--- src/hw/rtl/utcgps_pkg.sv ---
package utcgps_pkg;

  localparam int YEAR_SPAN  = 128;
  localparam int EPOCH_YEAR = 1980;

  localparam int YO_W  = (YEAR_SPAN > 1) ? $clog2(YEAR_SPAN) : 1;
  localparam int DAY_W = $clog2(YEAR_SPAN * 366 + 368);
  localparam int DIV_S = DAY_W + 3;
  localparam int DIV_M_W = DIV_S - 2;
  localparam logic [DIV_M_W-1:0] DIV7_M = DIV_M_W'((64'd1 << DIV_S) / 64'd7);
  localparam int QW = DAY_W - 2;

  localparam logic [41:0] MS_PER_WEEK = 42'd604800000;
  localparam logic [41:0] UNIX_OFFSET_MS = 42'd3657 * 42'd86400000;

  typedef logic [DAY_W-1:0] ydays_tab_t [YEAR_SPAN];
  typedef logic [29:0] wday_tab_t [8];

  localparam logic [8:0] MONTH_START [12] = '{
    9'd0, 9'd31, 9'd59, 9'd90, 9'd120, 9'd151,
    9'd181, 9'd212, 9'd243, 9'd273, 9'd304, 9'd334
  };

  localparam wday_tab_t WDAY_MS = '{
    30'd0, 30'd86400000, 30'd172800000, 30'd259200000,
    30'd345600000, 30'd432000000, 30'd518400000, 30'd0
  };

  function automatic bit is_leap_year(int y);
    return ((y % 4 == 0) && (y % 100 != 0)) || (y % 400 == 0);
  endfunction

  function automatic ydays_tab_t build_ydays();
    ydays_tab_t tab;
    int acc;
    acc = 0;
    for (int i = 0; i < YEAR_SPAN; i++) begin
      tab[i] = DAY_W'(acc);
      acc += is_leap_year(EPOCH_YEAR + i) ? 366 : 365;
    end
    return tab;
  endfunction

  function automatic logic [YEAR_SPAN-1:0] build_leap();
    logic [YEAR_SPAN-1:0] v;
    v = '0;
    for (int i = 0; i < YEAR_SPAN; i++) begin
      v[i] = is_leap_year(EPOCH_YEAR + i);
    end
    return v;
  endfunction

  localparam ydays_tab_t YEAR_START_DAYS = build_ydays();
  localparam logic [YEAR_SPAN-1:0] LEAP_YEARS = build_leap();

  typedef struct packed {
    logic [4:0]  hour;
    logic [5:0]  minute;
    logic [5:0]  second;
    logic [9:0]  millisecond;
  } tod_t;

endpackage

--- src/hw/rtl/utc_to_gps_week_time.sv ---
// Channel  Direction  Handshake              Payload
// in       input      in_valid / in_ready    year, month, day_of_month, hour, minute,
//                                            second, millisecond
// out      output     out_valid / out_ready  gps_week, week_time_ms, unix_time_ms,
//                                            before_epoch
// cfg      input      cfg_valid / cfg_ready  leap_seconds
//
// Three register stages (input, day count, result); one item per cycle while out_ready is high.
// The day count is cut from the week split at the divide-by-seven reciprocal multiply.
// Reset (rst_n low, synchronous) empties all stages and clears leap_seconds.
// A stalled result holds in the output stage; earlier stages fill behind it until all are full.
// cfg_ready is always high.
module utc_to_gps_week_time
  import utcgps_pkg::*;
(
  input  logic        clk,
  input  logic        rst_n,
  input  logic        in_valid,
  output logic        in_ready,
  input  logic [11:0] in_year,
  input  logic [3:0]  in_month,
  input  logic [4:0]  in_day_of_month,
  input  logic [4:0]  in_hour,
  input  logic [5:0]  in_minute,
  input  logic [5:0]  in_second,
  input  logic [9:0]  in_millisecond,
  output logic        out_valid,
  input  logic        out_ready,
  output logic [12:0] out_gps_week,
  output logic [29:0] out_week_time_ms,
  output logic [41:0] out_unix_time_ms,
  output logic        out_before_epoch,
  input  logic        cfg_valid,
  output logic        cfg_ready,
  input  logic [5:0]  cfg_leap_seconds
);

  logic [5:0] leap_r;

  logic        v0_r, v1_r, v2_r;
  logic        ld0, ld1, ld2;

  logic [11:0] year0_r;
  logic [3:0]  month0_r;
  logic [4:0]  day0_r;
  tod_t        tod0_r;

  logic              before1_r;
  logic [DAY_W-1:0]  t1_r;
  logic [QW-1:0]     qe1_r;
  tod_t              tod1_r;

  logic        yr_lo, yr_hi;
  logic [11:0] ydiff;
  logic [YO_W-1:0] yidx;
  logic [3:0]  midx;
  logic        leap_add;
  logic [DAY_W-1:0] total, t_nxt;
  logic [DAY_W+DIV_M_W-1:0] prod;
  logic        before_nxt;

  logic [DAY_W-1:0] rem_full;
  logic [QW-1:0]    week;
  logic [2:0]       rem;
  logic [29:0]      wtime;
  logic [41:0]      utime;

  assign cfg_ready = 1'b1;

  always_ff @(posedge clk) begin
    if (!rst_n) begin
      leap_r <= '0;
    end else if (cfg_valid) begin
      leap_r <= cfg_leap_seconds;
    end
  end

  assign ld2      = !v2_r || out_ready;
  assign ld1      = !v1_r || ld2;
  assign ld0      = !v0_r || ld1;
  assign in_ready = ld0;

  always_comb begin
    yr_lo = year0_r < 12'(EPOCH_YEAR);
    yr_hi = year0_r >= 12'(EPOCH_YEAR + YEAR_SPAN);
    ydiff = year0_r - 12'(EPOCH_YEAR);
    priority if (yr_hi) begin
      yidx = YO_W'(YEAR_SPAN - 1);
    end else if (yr_lo) begin
      yidx = '0;
    end else begin
      yidx = ydiff[YO_W-1:0];
    end
    priority if (month0_r == 4'd0) begin
      midx = 4'd0;
    end else if (month0_r > 4'd12) begin
      midx = 4'd11;
    end else begin
      midx = month0_r - 4'd1;
    end
    leap_add = (midx >= 4'd2) && LEAP_YEARS[yidx];
    total = YEAR_START_DAYS[yidx] + DAY_W'(MONTH_START[midx]) + DAY_W'(leap_add)
          + DAY_W'(day0_r);
    before_nxt = yr_lo || (total < DAY_W'(6));
    t_nxt = total - DAY_W'(6);
    prod  = (DAY_W + DIV_M_W)'(t_nxt) * (DAY_W + DIV_M_W)'(DIV7_M);
  end

  always_comb begin
    rem_full = t1_r - DAY_W'(qe1_r) * DAY_W'(7);
    if (rem_full >= DAY_W'(7)) begin
      week = qe1_r + QW'(1);
      rem  = 3'(rem_full - DAY_W'(7));
    end else begin
      week = qe1_r;
      rem  = 3'(rem_full);
    end
    wtime = WDAY_MS[rem]
          + 30'(tod1_r.hour) * 30'd3600000
          + 30'(tod1_r.minute) * 30'd60000
          + 30'(tod1_r.second) * 30'd1000
          + 30'(tod1_r.millisecond)
          + 30'(leap_r) * 30'd1000;
    utime = 42'(week) * MS_PER_WEEK + 42'(wtime) + UNIX_OFFSET_MS;
  end

  always_ff @(posedge clk) begin
    if (!rst_n) begin
      v0_r <= 1'b0;
      v1_r <= 1'b0;
      v2_r <= 1'b0;
    end else begin
      if (ld0) v0_r <= in_valid;
      if (ld1) v1_r <= v0_r;
      if (ld2) v2_r <= v1_r;
    end
  end

  always_ff @(posedge clk) begin
    if (ld0) begin
      year0_r            <= in_year;
      month0_r           <= in_month;
      day0_r             <= in_day_of_month;
      tod0_r.hour        <= in_hour;
      tod0_r.minute      <= in_minute;
      tod0_r.second      <= in_second;
      tod0_r.millisecond <= in_millisecond;
    end
    if (ld1) begin
      before1_r <= before_nxt;
      t1_r      <= t_nxt;
      qe1_r     <= prod[DIV_S +: QW];
      tod1_r    <= tod0_r;
    end
    if (ld2) begin
      out_before_epoch <= before1_r;
      out_gps_week     <= before1_r ? '0 : 13'(week);
      out_week_time_ms <= before1_r ? '0 : wtime;
      out_unix_time_ms <= before1_r ? '0 : utime;
    end
  end

  assign out_valid = v2_r;

  a_before_zero: assert property (@(posedge clk) disable iff (!rst_n)
    (out_valid && out_before_epoch) |->
      (out_gps_week == '0 && out_week_time_ms == '0 && out_unix_time_ms == '0))
    else $error("before-epoch result carries nonzero fields");

  a_rem_range: assert property (@(posedge clk) disable iff (!rst_n)
    (v1_r && !before1_r) |-> (rem_full < DAY_W'(14)))
    else $error("week split estimate off by more than one");

  a_ready_empty: assert property (@(posedge clk) disable iff (!rst_n)
    !v0_r |-> in_ready)
    else $error("input stage empty but not ready");

  a_reset_empty: assert property (@(posedge clk)
    !rst_n |=> !out_valid)
    else $error("result valid right after reset");

endmodule

--- config.mk ---
export PLATFORM = sky130hd
export DESIGN_NAME = utc_to_gps_week_time
export DESIGN_NICKNAME = d
export VERILOG_FILES = /design/src/hw/rtl/utcgps_pkg.sv /design/src/hw/rtl/utc_to_gps_week_time.sv
export SDC_FILE = /design/constraint.sdc
export NUM_CORES = 1
export LEC_CHECK = 0
export BUFFER_PORTS_ARGS = -buffer_cell sky130_fd_sc_hd__buf_2
export CAP_MARGIN = 5
export CELL_PAD_IN_SITES_DETAIL_PLACEMENT = 0
export CELL_PAD_IN_SITES_GLOBAL_PLACEMENT = 1
export CORE_MARGIN = 2
export CORE_UTILIZATION = 45
export CTS_CLUSTER_SIZE = 24
export DETAILED_ROUTE_END_ITERATION = 12
export PLACE_DENSITY_LB_ADDON = 0.1
export REMOVE_ABC_BUFFERS = 1
export SLEW_MARGIN = 0
export SYNTH_ARGS = -nofsm -noshare
export SYNTH_HDL_FRONTEND = slang
export SYNTH_SLANG_ARGS = --single-unit
--- constraint.sdc ---
create_clock -name clk -period 10.4 [get_ports clk]
set_input_delay 1.04 -clock clk [delete_from_list [all_inputs] [get_ports clk]]
set_output_delay 1.04 -clock clk [all_outputs]
set_load 0.005 [all_outputs]
# --- Word-level counts from Yosys, hierarchy flattened ---
# Memory sizes are Yosys's and may differ from the RTL's.
# Index checks and enable logic that the tools add are counted.
totals:
  register_bits: 201
  romBits: 2560
  wordCells: 84
  memories: 4
classes:
  n_addsub: 16
  n_mul: 7
  order_cmp: 10
  n_mux: 13
  bitwise: 3
  reduce_logical: 9
memory_table:
  columns: ["name", "depth", "width", "rd", "rd_clocked_by_memory_dff", "wr", "line", "source"]
  rows:
  - ["(no name shown)", 128, 16, 1, 0, 0, "utc_to_gps_week_time.sv:102", "total = YEAR_START_DAYS[yidx] + DAY_W'(MONTH_START[midx]) + DAY_W'(leap_add)"]
  - ["(no name shown)", 8, 30, 1, 0, 0, "utc_to_gps_week_time.sv:118", "wtime = WDAY_MS[rem]"]
  - ["(no name shown)", 16, 9, 1, 0, 0, "utc_to_gps_week_time.sv:102", null]
  - ["(no name shown)", 128, 1, 1, 0, 0, "utc_to_gps_week_time.sv:101", "leap_add = (midx >= 4'd2) && LEAP_YEARS[yidx];"]
op_table:
  columns: ["op", "n"]
  rows:
  - ["$add A30 B16 Y30", 2]
  - ["$mux W30", 2]
  - ["$add A42 B30 Y42", 1]
  - ["$add A42 B39 Y42 const B", 1]
  - ["$mul A14 B20 Y32 const B", 1]
  - ["$mul A16 B16 Y32 const B", 1]
  - ["$mux W16", 2]
  - ["$add A30 B10 Y30", 1]
  - ["$add A30 B22 Y30", 1]
  - ["$add A30 B27 Y30", 1]
  - ["$mul A6 B7 Y13 const B", 2]
  - ["$mul A5 B15 Y20 const B", 1]
  - ["$mux W9", 2]
  - ["$mul A6 B11 Y17 const B", 1]
  - ["$add A16 B1 Y16", 1]
  - ["$add A16 B5 Y16", 1]
  - ["$add A16 B9 Y16", 1]
  - ["$ge A16 B3 Y1 const B", 1]
  - ["$lt A16 B3 Y1 const B", 1]
  - ["$mul A14 B3 Y16 const B", 1]
  - ["$sub A16 B16 Y16", 1]
  - ["$sub A16 B3 Y16 const B", 1]
  - ["$add A14 B1 Y14 const B", 1]
  - ["$mux W14", 1]
  - ["other kinds (22)", 29]

# --- Logic depth before layout (Yosys ltp) ---
logic_depth:
  ltp_word: 15
  depth_mapped: 51

# --- Worst setup path before layout ---
# Ideal clock, no wire load.
synth_path:
  path_kind: "reg-to-reg"
  start: "register year0_r[2]"
  end: "register qe1_r[13], data pin"
  setup_ns: 0.258
  arrival_time_ns: 11.149
  required_ns: 10.142
  slack_ns: -1.007
  stages_incl_launch_ff: 50
  synth_period_minus_slack_ns: 11.407
  cell_sequence: "edfxtp_1 > ha_1 > clkbuf_2 > a31o_2 > a21o_1 > buf_6 > clkbuf_1 > nor2_1 > nor2_1 > ha_1 > clkbuf_1 > clkbuf_1 > nand2_1 > o22ai_1 > nor2_1 > a21oi_1 > a221oi_1 > fa_1 > [... 14 more ...] > inv_1 > fa_1 > inv_1 > fa_1 > inv_1 > fa_1 > inv_1 > ha_1 > a21o_1 > a21o_1 > a2111oi_0 > o31ai_1 > a221oi_1 > o21ai_0 > o41ai_1 > o21bai_1 > a21oi_1 > xnor2_1"
synth_between:
  elab_chain_cells: 12
synth_rtl:
  columns: ["item", "line", "source"]
  rows:
  - ["from (decl)", "utc_to_gps_week_time.sv:43", "logic [11:0] year0_r;"]
  - ["from (signal assigned)", "utc_to_gps_week_time.sv:141", "year0_r <= in_year;"]
  - ["$lt A12 B11 Y1 / $sub A7 B6 Y7 (equally long branches)", "utc_to_gps_week_time.sv:84, utc_to_gps_week_time.sv:86", null]
  - ["$mux W7", "utc_to_gps_week_time.sv:89", "end else if (yr_lo) begin"]
  - ["$mux W7 *", "utc_to_gps_week_time.sv:87", "priority if (yr_hi) begin"]
  - ["$not A7 Y8 (implied by the code)", "utc_to_gps_week_time.sv:102", null]
  - ["$mem_v2 Z128 W16", null, null]
  - ["$mux W16 (implied by the code) (2 in series)", "utc_to_gps_week_time.sv:102", null]
  - ["$add A16 B9 Y16", "utc_to_gps_week_time.sv:102", null]
  - ["$add A16 B1 Y16 *", "utc_to_gps_week_time.sv:102", null]
  - ["$add A16 B5 Y16 *", "utc_to_gps_week_time.sv:103", "+ DAY_W'(day0_r);"]
  - ["$sub A16 B3 Y16 *", "utc_to_gps_week_time.sv:105", "t_nxt = total - DAY_W'(6);"]
  - ["named net t_nxt[12]", "utc_to_gps_week_time.sv:58", "logic [DAY_W-1:0] total, t_nxt;"]
  - ["$mul A16 B16 Y32 *", "utc_to_gps_week_time.sv:106", "prod = (DAY_W + DIV_M_W)'(t_nxt) * (DAY_W + DIV_M_W)'(DIV7_M);"]
  - ["named net prod[32]", "utc_to_gps_week_time.sv:59", "logic [DAY_W+DIV_M_W-1:0] prod;"]
  - ["to (signal assigned)", "utc_to_gps_week_time.sv:152", "qe1_r <= prod[DIV_S +: QW];"]
  - ["to (decl)", "utc_to_gps_week_time.sv:50", "logic [QW-1:0] qe1_r;"]
# Mark *: on every way through the listed nets, which the timed path passes. The rest lies on a longest branch. The select of a mux whose other input is x is not followed.
# A chain may end at the register's enable or synchronous reset.

# --- Worst setup path after layout ---
layout_path:
  start: "register qe1_r[2]"
  end: "register out_unix_time_ms[41], data pin"
layout_between:
  elab_chain_cells: 15
layout_rtl:
  columns: ["item", "line", "source"]
  rows:
  - ["$mul A14 B3 Y16", "utc_to_gps_week_time.sv:110", "rem_full = t1_r - DAY_W'(qe1_r) * DAY_W'(7);"]
  - ["$sub A16 B16 Y16", "utc_to_gps_week_time.sv:110", null]
  - ["$ge A16 B3 Y1 / $sub A3 B3 Y3 (equally long branches)", "utc_to_gps_week_time.sv:111, utc_to_gps_week_time.sv:113", null]
  - ["$mux W3", "utc_to_gps_week_time.sv:111", "if (rem_full >= DAY_W'(7)) begin"]
  - ["$not A3 Y4 (implied by the code)", "utc_to_gps_week_time.sv:118", null]
  - ["$mem_v2 Z8 W30", null, null]
  - ["$mux W30 (implied by the code) (2 in series)", "utc_to_gps_week_time.sv:118", null]
  - ["$add A30 B27 Y30", "utc_to_gps_week_time.sv:119", "+ 30'(tod1_r.hour) * 30'd3600000"]
  - ["$add A30 B22 Y30", "utc_to_gps_week_time.sv:120", "+ 30'(tod1_r.minute) * 30'd60000"]
  - ["$add A30 B16 Y30", "utc_to_gps_week_time.sv:121", "+ 30'(tod1_r.second) * 30'd1000"]
  - ["$add A30 B10 Y30", "utc_to_gps_week_time.sv:122", "+ 30'(tod1_r.millisecond)"]
  - ["$add A30 B16 Y30", "utc_to_gps_week_time.sv:123", "+ 30'(leap_r) * 30'd1000;"]
  - ["$add A42 B30 Y42 *", "utc_to_gps_week_time.sv:124", "utime = 42'(week) * MS_PER_WEEK + 42'(wtime) + UNIX_OFFSET_MS;"]
  - ["$add A42 B39 Y42 *", "utc_to_gps_week_time.sv:124", null]
  - ["to (signal assigned)", "utc_to_gps_week_time.sv:159", "out_unix_time_ms <= before1_r ? '0 : utime;"]
  - ["to (decl)", "utc_to_gps_week_time.sv:31", "output logic [41:0] out_unix_time_ms,"]
# Every way passes the cells marked *; elsewhere a longest branch is shown, timed or not. The select of a mux whose other input is x is not followed.

==> qor.csv <==
stage,metric,value,unit
route,met2 WL post-DR,34730,microns
timing,PnR worst setup slack,-162.4,ps
worst_setup_path,required time worst endpoint,10640,ps
clocking,Worst-path clk slew,80,ps
worst_setup_path,CP max stage delay,530,ps
layout,footprint of the multi-input gates,19300,sq um
route,drt first-iter violations,892,
layout,final net count,4128,
floorplanning,DIE HEIGHT,242.2,microns
timing,skew final,18.98,ps
clocking,CTS max path bufs,2,
placed_design,PortBufs,146,
timing,final setup fails,9,
timing,crit path time final,10560,ps
synthesis,mux share of post-synthesis cell area,1.068,%
clocking,root buf cell,clkbuf_16,
clocking,CTS tree,done,
worst_setup_path,Worst Path Arrival,10800,ps
synthesis,cell taking the most area after synthesis,ha_1,
route,WL met1,31590,microns
floorplanning,DIE WIDTH,242.2,microns
worst_setup_path,crit path capture type,flop,
clocking,Num CTS Buffers,17,
synthesis,post-synth top area share,25.04,%
floorplanning,row count,87,
timing,setup_tns,-731.7,ps
outcome,failing checks,negative setup slack,
worst_setup_path,Most common cell on crit path,fa_1,
synthesis,register area share after synthesis,22.11,%
route,Pre-antenna DRT Iters,5,
job,max-cap violation count,0,
timing,Hold Fails Final Rpt,0,
layout,Layout Area Growth over Synthesis,31.72,%
synthesis,synth warn,0,
route,met3 routed WL,2194,microns
floorplanning,CORE AREA,56280,sq um
route,WL final,70760,microns
timing,worst slew pin tran,905.1,ps
route,Routed Antenna Nets,0,
layout,"commonest non-fill, non-tap cells in the layout","buf_4 (565), ha_1 (464), inv_1 (442)",
layout,register area,5645,sq um
worst_setup_path,critical path class,flop to flop,
placed_design,DP Cell Count,4046,
clocking,later-pin clock latency in the skew report,500,ps
layout,layout cells sized above 1,30.17,%
synthesis,"Avg Cell Area, Syn",9.553,sq um
synthesis,Yosys cell types,78,
layout,fillers,4871,
timing,FMAX,0.09468,GHz
timing,final slew viol count,0,
worst_setup_path,Crit-path slowest cell,fa_1,
global_routing,initial antenna violation count,1,
layout,n_diodes,0,
synthesis,main area contributors after synthesis,"ha_1 (25%), edfxtp_1 (21%), fa_1 (14%)",
outcome,status,"complete, but fails checks",
synthesis,"Top FF cell, synth",edfxtp_1,
route,DR vias,21260,
timing,RSZ-0062 raised after global routing,yes,
layout,"commonest non-fill, non-tap cell in the layout",buf_4,
min_path,Hold Path Class,flop to flop,
clocking,Sink Count,191,
floorplanning,Starting Density,45.37,%
synthesis,async set or reset register ratio after synthesis,0,%
placed_design,"worst slack, placed",-1323,ps
timing,Max-slew headroom,39.66,%
global_routing,Total GRT Usage,24.05,%
clocking,H-tree levels,4,
global_routing,vias in the first global route,21890,
route,detailed-route DRC error count,0,
global_routing,first-pass GRT wire length,112800,microns
timing,crit share post-route,101.6,%
placed_design,Detail Placement HPWL,57970,microns
floorplanning,IO Count,148,
synthesis,XOR/XNOR share of the synthesized area,6.125,%
route,highest routed layer,met4,
global_routing,largest net degree at the start of global routing,67,
synthesis,Post-synth EDFFs,182,
synthesis,Adder-Cell Fraction of Synth Area,39.46,%
route,Via density,5.131,
worst_setup_path,Worst setup SP type,flop,
synthesis,Compound-Gate Fraction of Synth Area,13.35,%
floorplanning,die area,58670,sq um
placed_design,routability cong.,0.9445,
global_routing,Overflow after GRT,0,
synthesis,Post-Syn Instances,2673,
synthesis,Seq cells post-synth,191,
layout,Finished Layout Cells,4143,
synthesis,simple-gate portion of the synthesized area,9.761,%
synthesis,Post-Syn Area,25530,sq um
synthesis,largest family of logic cells by synthesized area,adder cells,
route,WL/cell,17.08,microns
worst_setup_path,Crit Path Max Fanout,5,
critical path, delay by kind of cell (launching register included):
| family | cells | cell delay, ps |
|---|---|---|
| fa+ha+maj | 10 | 3510 |
| mux | 2 | 580 |
| buf+inv | 11 | 1130 |
| compound gates | 13 | 2600 |
| xor+xnor | 3 | 590 |
| simple gates | 8 | 1520 |
| flops | 1 | 370 |
metal layers:
metal,vias to the layer above,GRT usage [%]
met3,126,2.437
met5,-,0
li1,10580,-
met4,0,8.224
met1,10120,30.95
met2,438,42.17
final timing paths:
check,start,endpoint,slack [ps],cells past startpoint
max reg2reg,qe1_r[2]$_DFFE_PP_,out_unix_time_ms[41]$_SDFFCE_PP0P_,-160,47
min,tod0_r[4]$_DFFE_PP_,tod1_r[4]$_DFFE_PP_,420,0
min reg2reg,tod0_r[4]$_DFFE_PP_,tod1_r[4]$_DFFE_PP_,420,0
max,qe1_r[2]$_DFFE_PP_,out_unix_time_ms[41]$_SDFFCE_PP0P_,-160,47
state kept, by name, summed over array words and instances (netlist names), 5 cells and up:
register	count
leap_r	6
qe1_r	14
tod1_r	27
tod0_r	27
day0_r	5
t1_r	16
year0_r	12
out_week_time_ms	30
out_gps_week	13
out_unix_time_ms	32
synthesized netlist by cell type (9+ instances only):
master / count
ha_1: 511
inv_1: 475
fa_1: 184
edfxtp_1: 182
nor2_1: 174
a21oi_1: 159
xnor2_1: 123
nand2_1: 110
o21ai_0: 96
xor2_1: 53
a21o_1: 51
nor2b_1: 47
nor3_1: 46
nand3_1: 44
clkbuf_1: 42
o21a_1: 24
a31oi_1: 23
a211oi_1: 21
mux2i_1: 19
nand2b_1: 18
and3_1: 15
o21bai_1: 15
nand4_1: 14
o211ai_1: 13
or3_1: 12
a311oi_1: 11
buf_4: 11
o31ai_1: 11
and2_1: 10
dfxtp_1: 9
o22ai_1: 9
or2_2: 9
cell type report:
cell class / instances / area share [%]
multi-input combinational: 1945 / 57.38
timing repair buffer: 743 / 15.97
clock buffer: 19 / 1.350
clock inverter: 13 / 0.3571
tap: 756 / 2.812
sequential: 191 / 16.78
inverter: 476 / 5.338
cell families (layout without fill, tap and decap cells):
group,count (synthesis),after routing
AOI/OAI and AO/OA,526,526
xor gates and xnor gates,177,177
adders and majority gates,695,695
buffers and inverters,537,1251
DFF,191,191
muxes,26,26
other,1,1
and+or+nand+nor,520,520
repair_timing:
action,in CTS,in global routing
setup buffers,41,24
resized for setup,181,146
hold buffers,0,0
cloned,0,1
endpoints found under the setup margin,32,28
pin swaps,129,113
through the flow:
| step | hold slack, ps | instance area [sq um] | utilization, % |
|---|---|---|---|
| 2_1_floorplan | 400.3 | 25250 | - |
| 3_3_place_gp | 401.9 | 30940 | 54.98 |
| 5_1_grt | 426.8 | 33630 | 59.77 |
| 6_report | 416.3 | 33630 | 59.77 |
| 4_1_cts | 413.5 | 32710 | 58.11 |
| 3_5_place_dp | 404.5 | 30940 | 54.98 |
Power is left out: the tool's default activity adds up to more than one toggle a clock period on the data nets, which glitch-free logic cannot reach.
